**config.mk**
```make
export PLATFORM = sky130hd
export DESIGN_NAME = flood_relay_duplicate_filter_top_flat
export DESIGN_NICKNAME = d
export VERILOG_FILES = /design/src/frdf_pkg.sv /design/src/frdf_in_if.sv /design/src/frdf_out_if.sv /design/src/frdf_history.sv /design/src/flood_relay_duplicate_filter_top.sv /design/src/flat_wrapper.sv
export SDC_FILE = /design/constraint.sdc
export NUM_CORES = 1
export LEC_CHECK = 0
export BUFFER_PORTS_ARGS = -buffer_cell sky130_fd_sc_hd__buf_2
export CAP_MARGIN = 20
export CORE_MARGIN = 2
export CORE_UTILIZATION = 53
export CTS_BUF_LIST = sky130_fd_sc_hd__clkbuf_4
export DETAILED_ROUTE_END_ITERATION = 6
export PLACE_DENSITY_LB_ADDON = 0.3
export SYNTH_ARGS = -nofsm -noshare
export SYNTH_HDL_FRONTEND = slang
export SYNTH_HIERARCHICAL = 1
export SYNTH_SLANG_ARGS = --single-unit
```
**constraint.sdc**
```tcl
create_clock -name clk -period 9.5 [get_ports clk]
set_input_delay 1.425 -clock clk [delete_from_list [all_inputs] [get_ports clk]]
set_output_delay 1.425 -clock clk [all_outputs]
set_load 0.03 [all_outputs]
```
**src/frdf_pkg.sv**
```systemverilog
package frdf_pkg;

  // field widths of the header and result items
  localparam int unsigned ADDR_W    = 48;
  localparam int unsigned NUM_W     = 16;
  localparam int unsigned HOP_W     = 8;
  localparam int unsigned VERDICT_W = 2;

  // history sizing
  localparam int unsigned HISTORY_DEPTH = 5;
  localparam int unsigned NUMBER_BITS   = 16;
  localparam int unsigned SLOT_W = (HISTORY_DEPTH > 1) ? $clog2(HISTORY_DEPTH) : 1;
  localparam int unsigned FILL_W = $clog2(HISTORY_DEPTH + 1);

  // header kind codes
  localparam logic KIND_LOCAL = 1'b0;
  localparam logic KIND_RADIO = 1'b1;

  // verdict codes
  localparam logic [VERDICT_W-1:0] VERDICT_ACCEPT    = 2'd0;
  localparam logic [VERDICT_W-1:0] VERDICT_OWN_ECHO  = 2'd1;
  localparam logic [VERDICT_W-1:0] VERDICT_DUPLICATE = 2'd2;

  // lookup and record request to the history
  typedef struct packed {
    logic                   push;
    logic [ADDR_W-1:0]      origin;
    logic [NUMBER_BITS-1:0] number;
  } hist_req_t;

endpackage

```
**src/frdf_in_if.sv**
```systemverilog
interface frdf_in_if;
  import frdf_pkg::*;

  logic              valid;
  logic              ready;
  logic              kind;
  logic [ADDR_W-1:0] origin_address;
  logic [NUM_W-1:0]  message_number;
  logic [HOP_W-1:0]  hop_limit;

  modport source (
    output valid, kind, origin_address, message_number, hop_limit,
    input  ready
  );

  modport sink (
    input  valid, kind, origin_address, message_number, hop_limit,
    output ready
  );

endinterface

```
**src/frdf_out_if.sv**
```systemverilog
interface frdf_out_if;
  import frdf_pkg::*;

  logic                 valid;
  logic                 ready;
  logic [VERDICT_W-1:0] verdict;
  logic                 forward;
  logic [HOP_W-1:0]     forward_hop_limit;
  logic                 deliver;

  modport source (
    output valid, verdict, forward, forward_hop_limit, deliver,
    input  ready
  );

  modport sink (
    input  valid, verdict, forward, forward_hop_limit, deliver,
    output ready
  );

endinterface

```
**src/frdf_history.sv**
```systemverilog
module frdf_history (
  input  logic                clk,
  input  logic                rst,
  input  frdf_pkg::hist_req_t req,
  output logic                hit
);
  import frdf_pkg::*;

  localparam int unsigned CNT_W = SLOT_W + 1;

  logic [ADDR_W-1:0]      entry_origin [HISTORY_DEPTH];
  logic [NUMBER_BITS-1:0] entry_number [HISTORY_DEPTH];
  logic [FILL_W-1:0]      fill;
  logic [SLOT_W-1:0]      oldest;
  logic [FILL_W-1:0]      fill_next;
  logic [SLOT_W-1:0]      oldest_next;
  logic [SLOT_W-1:0]      write_slot;
  logic [CNT_W-1:0]       write_sum;
  logic                   full;

  // parallel compare against the live entries
  always_comb begin
    logic [CNT_W-1:0] offset;
    hit = 1'b0;
    for (int s = 0; s < HISTORY_DEPTH; s++) begin
      offset = CNT_W'(s) + CNT_W'(HISTORY_DEPTH) - CNT_W'(oldest);
      if (offset >= CNT_W'(HISTORY_DEPTH)) begin
        offset = offset - CNT_W'(HISTORY_DEPTH);
      end
      if ((offset < CNT_W'(fill)) && (entry_origin[s] == req.origin) &&
          (entry_number[s] == req.number)) begin
        hit = 1'b1;
      end
    end
  end

  // slot to write and ring pointer update
  assign full      = (fill == FILL_W'(HISTORY_DEPTH));
  assign write_sum = CNT_W'(oldest) + CNT_W'(fill);

  always_comb begin
    fill_next   = fill;
    oldest_next = oldest;
    if (!full) begin
      if (write_sum >= CNT_W'(HISTORY_DEPTH)) begin
        write_slot = SLOT_W'(write_sum - CNT_W'(HISTORY_DEPTH));
      end else begin
        write_slot = SLOT_W'(write_sum);
      end
      fill_next = fill + FILL_W'(1);
    end else begin
      write_slot = oldest;
      if (oldest == SLOT_W'(HISTORY_DEPTH - 1)) begin
        oldest_next = '0;
      end else begin
        oldest_next = oldest + SLOT_W'(1);
      end
    end
  end

  // fill count and oldest pointer
  always_ff @(posedge clk) begin
    if (rst) begin
      fill   <= '0;
      oldest <= '0;
    end else if (req.push) begin
      fill   <= fill_next;
      oldest <= oldest_next;
    end
  end

  // entry storage
  always_ff @(posedge clk) begin
    if (req.push) begin
      entry_origin[write_slot] <= req.origin;
      entry_number[write_slot] <= req.number;
    end
  end

endmodule

```
**src/flood_relay_duplicate_filter_top.sv**
```systemverilog
// channel  | role  | handshake     | payload
// header   | sink  | valid / ready | kind, origin_address, message_number, hop_limit
// result   | src   | valid / ready | verdict, forward, forward_hop_limit, deliver
// cfg      | write | cfg_write     | cfg_data -> own address
//
// one item per cycle sustained while the result is not stalled; each header is
// held in the input register, then history compare and update, then result register
// the history is checked and recorded in the same cycle, so back to back items see
// each other; rst clears the valid flags, the history fill and the ring pointer
// a stalled result holds the input register, which then accepts no new item
module flood_relay_duplicate_filter_top (
  input  logic                        clk,
  input  logic                        rst,
  input  logic                        cfg_write,
  input  logic [frdf_pkg::ADDR_W-1:0] cfg_data,
  frdf_in_if.sink                     header,
  frdf_out_if.source                  result
);
  import frdf_pkg::*;

  logic [ADDR_W-1:0]      own_address;
  logic                   s1_valid;
  logic                   s1_kind;
  logic [ADDR_W-1:0]      s1_origin;
  logic [NUMBER_BITS-1:0] s1_number;
  logic [HOP_W-1:0]       s1_hops;
  logic                   out_valid;
  logic [VERDICT_W-1:0]   out_verdict;
  logic                   out_forward;
  logic [HOP_W-1:0]       out_hops;
  logic                   out_deliver;
  logic                   advance;
  logic                   hit;
  hist_req_t              hist_req;
  logic [VERDICT_W-1:0]   verdict_next;
  logic                   forward_next;
  logic [HOP_W-1:0]       hops_next;
  logic                   deliver_next;

  // own address register
  always_ff @(posedge clk) begin
    if (rst) begin
      own_address <= '0;
    end else if (cfg_write) begin
      own_address <= cfg_data;
    end
  end

  // handshake
  assign advance      = s1_valid && (!out_valid || result.ready);
  assign header.ready = !s1_valid || advance;

  // input register
  always_ff @(posedge clk) begin
    if (rst) begin
      s1_valid <= 1'b0;
    end else if (header.ready) begin
      s1_valid <= header.valid;
    end
  end

  always_ff @(posedge clk) begin
    if (header.valid && header.ready) begin
      s1_kind   <= header.kind;
      s1_origin <= header.origin_address;
      s1_number <= header.message_number[NUMBER_BITS-1:0];
      s1_hops   <= header.hop_limit;
    end
  end

  // history lookup and record
  assign hist_req.origin = s1_origin;
  assign hist_req.number = s1_number;
  assign hist_req.push   = advance && (verdict_next == VERDICT_ACCEPT);

  frdf_history u_history (
    .clk (clk),
    .rst (rst),
    .req (hist_req),
    .hit (hit)
  );

  // verdict, echo check ahead of the duplicate check
  always_comb begin
    forward_next = 1'b0;
    hops_next    = '0;
    deliver_next = 1'b0;
    priority if ((s1_kind == KIND_RADIO) && (s1_origin == own_address)) begin
      verdict_next = VERDICT_OWN_ECHO;
    end else if ((s1_kind == KIND_RADIO) && hit) begin
      verdict_next = VERDICT_DUPLICATE;
    end else begin
      verdict_next = VERDICT_ACCEPT;
      deliver_next = 1'b1;
      if ((s1_kind == KIND_RADIO) && (s1_hops != '0)) begin
        forward_next = 1'b1;
        hops_next    = s1_hops - HOP_W'(1);
      end
    end
  end

  // result register
  always_ff @(posedge clk) begin
    if (rst) begin
      out_valid <= 1'b0;
    end else if (advance) begin
      out_valid <= 1'b1;
    end else if (result.ready) begin
      out_valid <= 1'b0;
    end
  end

  always_ff @(posedge clk) begin
    if (advance) begin
      out_verdict <= verdict_next;
      out_forward <= forward_next;
      out_hops    <= hops_next;
      out_deliver <= deliver_next;
    end
  end

  assign result.valid             = out_valid;
  assign result.verdict           = out_verdict;
  assign result.forward           = out_forward;
  assign result.forward_hop_limit = out_hops;
  assign result.deliver           = out_deliver;

endmodule
```
**src/flat_wrapper.sv**
```systemverilog
// flat-port wrapper written by rule: the top's interface ports become plain ports
module flood_relay_duplicate_filter_top_flat import frdf_pkg::*;
  (clk, rst, cfg_write, cfg_data, header_valid, header_kind, header_origin_address, header_message_number, header_hop_limit, header_ready, result_valid, result_verdict, result_forward, result_forward_hop_limit, result_deliver, result_ready);
  frdf_in_if header_i ();
  frdf_out_if result_i ();
  input  logic clk;
  input  logic rst;
  input  logic cfg_write;
  input  logic [frdf_pkg::ADDR_W-1:0] cfg_data;
  input wire logic [$bits(header_i.valid)-1:0] header_valid;
  input wire logic [$bits(header_i.kind)-1:0] header_kind;
  input wire logic [$bits(header_i.origin_address)-1:0] header_origin_address;
  input wire logic [$bits(header_i.message_number)-1:0] header_message_number;
  input wire logic [$bits(header_i.hop_limit)-1:0] header_hop_limit;
  output wire logic [$bits(header_i.ready)-1:0] header_ready;
  output wire logic [$bits(result_i.valid)-1:0] result_valid;
  output wire logic [$bits(result_i.verdict)-1:0] result_verdict;
  output wire logic [$bits(result_i.forward)-1:0] result_forward;
  output wire logic [$bits(result_i.forward_hop_limit)-1:0] result_forward_hop_limit;
  output wire logic [$bits(result_i.deliver)-1:0] result_deliver;
  input wire logic [$bits(result_i.ready)-1:0] result_ready;
  assign header_i.valid = header_valid;
  assign header_i.kind = header_kind;
  assign header_i.origin_address = header_origin_address;
  assign header_i.message_number = header_message_number;
  assign header_i.hop_limit = header_hop_limit;
  assign header_ready = header_i.ready;
  assign result_valid = result_i.valid;
  assign result_verdict = result_i.verdict;
  assign result_forward = result_i.forward;
  assign result_forward_hop_limit = result_i.forward_hop_limit;
  assign result_deliver = result_i.deliver;
  assign result_i.ready = result_ready;
  flood_relay_duplicate_filter_top u_core (.clk(clk), .rst(rst), .cfg_write(cfg_write), .cfg_data(cfg_data), .header(header_i), .result(result_i));
endmodule
```
==> results <==
- The total number of clock tree sinks is 461.
- The insertion delay of the later-clocked pin in the worst-skew pair is roughly 0.8 ns.
- The share of the yosys chip area belonging to registers is roughly two thirds.
- Counting flops with a built-in enable in the synthesized netlist gives 405.
- The count of buffering cells on the critical path with inverters included is 2.
- The worst-case headroom to the max-slew limit is 26.7%.
- The maximum number of pins on one net before global-route repair is 74.
- The number of core rows is 70.
- The total negative slack for setup checks is 0 ns.
- At the worst endpoint, the arrival time is 5.87 ns.
- The highest ir drop seen on vdd is 0.000163 V.
- In this run, post-CTS hold repair placed 0 buffers.
- The TritonCTS buffer count is 115.
- The slowest stage of the critical path belongs to the cell sky130_fd_sc_hd__dfxtp_1.
- The transition at the pin with the smallest max-transition slack is 1.10 ns.
- The relative area change from synthesis to final layout is 13.3%.
- The wire-length estimate of the detail-placed layout is around 33000 um.
- The total global routing track utilization is roughly a quarter.
- During I/O placement, the number of pins put on the boundary was 140.
- The number of nets produced by synthesis is 1524.
- The post-layout total power is roughly 4.2 mW.
- After synthesis, the share of flip-flops with an asynchronous set or reset is 0%.
- The number of global-route vias before repair is roughly 12000.
- The net count of the finished layout is 1731.
- Setup repair after global routing left no endpoint under its margin.
- The critical path starts at u_core/u_history/oldest[0].
- Across all layers, the routed design uses 11995 vias.
- The Yosys step of the flow raised 6 warnings.
- The count of endpoints failing hold in the final timing report is 0.
- For this design the static power due to leakage is 8.26 nW.
- The count of buffers added on input and output ports is roughly 140.
- After technology mapping, the gate count stands at approximately 1400.
- The height of the die is 197 um.
- In this run the horizontal extent of the chip is between 150 and 200 um.
- The clock passes through at most 3 buffers.
- The cell count of the worst hold path is 2.
- Summed over its instances, the top area cell type makes up 61.5% of the synthesized netlist area.
- The highest cell delay on the worst timing path is 0.76 ns.
- The core footprint is 36700 um2.
- Along the worst path, the maximum fanout reaches 64.
- The wire length of the first global-routing pass is 72600 um.
- Derived from the worst setup path, the maximum achievable clock frequency is 182 MHz.
- The total routed wirelength is between 40000 and 50000 um.
- The tightest min-delay check is of the reg -> reg type.
- The CTS tree is yes.
- The number of max-cap violations is 0.
- The number of vias per cell after detailed routing is about 5.6.
- The worst-case hold path end point is u_core/own_address[19].
- The H-tree depth reported by CTS is 3.
- Averaged over all synthesized cells, the footprint is 14.5 um2.
- The synthesized netlist occupies a cell area of 19800 um2.
- Dividing the detail-routed wire length by the instance count gives 23.4 um.
- Counting flops and latches in the post-synthesis netlist gives roughly 460.
- The number of antenna violations at the first check in global routing was 4.
- The die covers between 30000 and 40000 um2.
- The clock transition at the registers of the reported paths is 0.07 ns.
- Yosys attributes the largest share of cell area to sky130_fd_sc_hd__edfxtp_1, sky130_fd_sc_hd__xor2_1, sky130_fd_sc_hd__xnor2_1.
- The remaining design rule violation count is 0.
- Synthesis instantiated between 50 and 60 different standard cells from the library.
- The number of DRC markers in iteration 0 is 1074.
- The clock root buffer is sky130_fd_sc_hd__clkbuf_4.
- In this run the critical register-to-register path is launched from u_core/u_history/oldest[0].
- The most used cell along the critical path is sky130_fd_sc_hd__nor2_1.
- The kind of cell with the highest combined delay on the critical path is simple AND/OR/NAND/NOR gates.
- The count of nets left with antenna violations once routing finished came out at 0.
- Global routing finished with a remaining overflow of 0.
- The clock arrives with 0.0442 ns of skew.
- Counting I/O delays and the setup requirement, the final critical path takes 5.49 ns.
- Routability-driven placement finished with a final weighted congestion of 0.924.
- The initial core utilization is 53.9%.
- The flow ran to the end, and the final reports show no timing, DRC or antenna violations.
- At the end of the flow the core is filled with cells to 61.1%.
- The post-cts sizing count is 0.
- Cells with a size suffix above 1 make up a little over a fifth of the layout.
- Setup slack on the worst reg-to-reg path comes out at 4.01 ns.
- Before antenna repair, the detailed router went through 7 iterations.
- Traced cell by cell, the critical path runs through inv_1 -> ha_1 -> ha_1 -> nor2_1 -> nor2_1 -> nor2_1 -> xnor2_1 -> ha_1 -> a21boi_0 -> o21ai_0 -> nand3_1 -> nor4_1 -> a21oi_1 -> nand4_1 -> nand2_1 -> nand2_1 -> nor2_1 -> o211ai_1 -> nor3b_2 -> buf_4.
- The required time reported for the critical path endpoint is slightly below 10 ns.
- The worst setup path is captured at a flop.
- The final number of max-transition violations is 0.
- The power per standard cell area is 189 nW/um2.
- The hold path startpoint is u_core/own_address[19].
- Buffers added to address setup during post-CTS repair amount to 0.
- The nature of the critical path startpoint is a flop.
- Setup violations remaining at the end of the flow were counted as 0.
- The worst reg2reg path depth is 20.
- The post-route clock period utilization is 57.7%.
- For this run, the leading register cell type out of synthesis is sky130_fd_sc_hd__edfxtp_1.
- The setup path with the least slack is of type reg -> reg.
- The endpoint of the most critical register-to-register path is u_core/u_history/entry_origin[0][6].
- Summed over all instances, the cell type with the most area after synthesis is sky130_fd_sc_hd__edfxtp_1.
-- tightest hold or removal path: cells and delay by family (launching register included) --
| kind | cells | cell delay, ns |
|---|---|---|
| flip-flops | 1 | 0.33 |
| multiplexers | 1 | 0.07 |
| AND/OR/NAND/NOR | 1 | 0.08 |
-- cell type report --
class / count / area [um2]
fill: 2814 / 14300
sequential: 461 / 13300
multi-input combinational: 769 / 5980
clock buffer: 173 / 1300
timing repair buffer: 161 / 873
tap: 468 / 586
inverter: 62 / 233
clock inverter: 31 / 153
antenna: 2 / 5.00
-- cell usage in the layout, fill, tap and decap left out, drive strengths merged, types with 8 or more instances in the layout --
master | synthesis | final
xor2 | 194 | 194
nand4 | 46 | 46
dfxtp | 56 | 56
a221oi | 8 | 8
xnor2 | 138 | 138
ha | 32 | 32
o21ai | 12 | 12
nand2 | 22 | 22
clkinv | 0 | 27
nor4 | 56 | 56
o22ai | 17 | 17
a21oi | 18 | 18
inv | 62 | 64
nor2 | 80 | 80
clkbuf | 43 | 173
edfxtp | 405 | 405
nor3 | 15 | 15
mux2i | 52 | 52
buf | 28 | 161
-- worst max-delay path by stage --
stage                                                 to  slack [ns]  cells after the start
floorplan            u_core/u_history/entry_number[0][0]        1.12                     20
global placement    u_core/u_history/entry_origin[2][30]        4.25                     20
detailed placement  u_core/u_history/entry_origin[2][10]        4.16                     20
CTS                  u_core/u_history/entry_origin[0][6]        4.09                     20
global route         u_core/u_history/entry_origin[0][0]        3.63                     20
finish               u_core/u_history/entry_origin[0][6]        4.01                     20
-- synthesized netlist by cell type, drive strengths merged, types with 7 or more instances --
cell / instances
nand2: 22
nand3: 7
nand4: 46
nor4: 56
clkbuf: 43
nor2b: 7
o21ai: 12
a21oi: 18
dfxtp: 56
ha: 32
o22ai: 17
inv: 62
a221oi: 8
xnor2: 138
buf: 28
nor2: 80
nor3: 15
mux2i: 52
edfxtp: 405
xor2: 194
-- state kept, by name (all words and copies together) (netlist names), 3 cells and up --
| signal | flops |
|---|---|
| u_core/own_address | 48 |
| u_core/result.forward_hop_limit | 8 |
| u_core/s1_hops | 8 |
| u_core/s1_number | 16 |
| u_core/s1_origin | 48 |
| u_core/u_history/entry_number | 80 |
| u_core/u_history/entry_origin | 240 |
| u_core/u_history/fill | 3 |
| u_core/u_history/oldest | 3 |
-- cell families after synthesis --
logic type | after synthesis | share of synthesized area [%]
AOI/OAI and AO/OA | 96 | 3.46
xor gates and xnor gates | 332 | 14.7
adders and majority gates | 35 | 2.33
buffers and inverters | 133 | 2.73
DFF | 461 | 67.2
muxes | 52 | 2.63
and+or+nand+nor | 254 | 6.96
-- where the power goes --
part | internal, mW | leakage, nW | switching (mW)
Clock | 0.853 | 0.873 | 0.766
Sequential | 2.28 | 4.18 | 0.0962
Combinational | 0.111 | 3.20 | 0.140
-- per-layer routing --
metal	up-vias	track usage (%)	share of wire [%]
li1	5434	-	-
met2	557	40.1	47
met3	80	7.34	8.4
met4	2	12.0	3.4
met1	5922	34.3	42
met5	-	0	0.022
-- through the flow --
step	setup slack [ns]	hold slack, ns	cells	area, um2
finish	4.01	0.511	2127	22400
global route	3.63	0.536	2127	22400
CTS	4.09	0.510	2124	22400
detailed placement	4.16	0.494	1920	20900
global placement	4.25	0.477	1920	20900
floorplan	1.12	0.460	1363	19800
No activity file was read; power rests on OpenSTA's default activity.
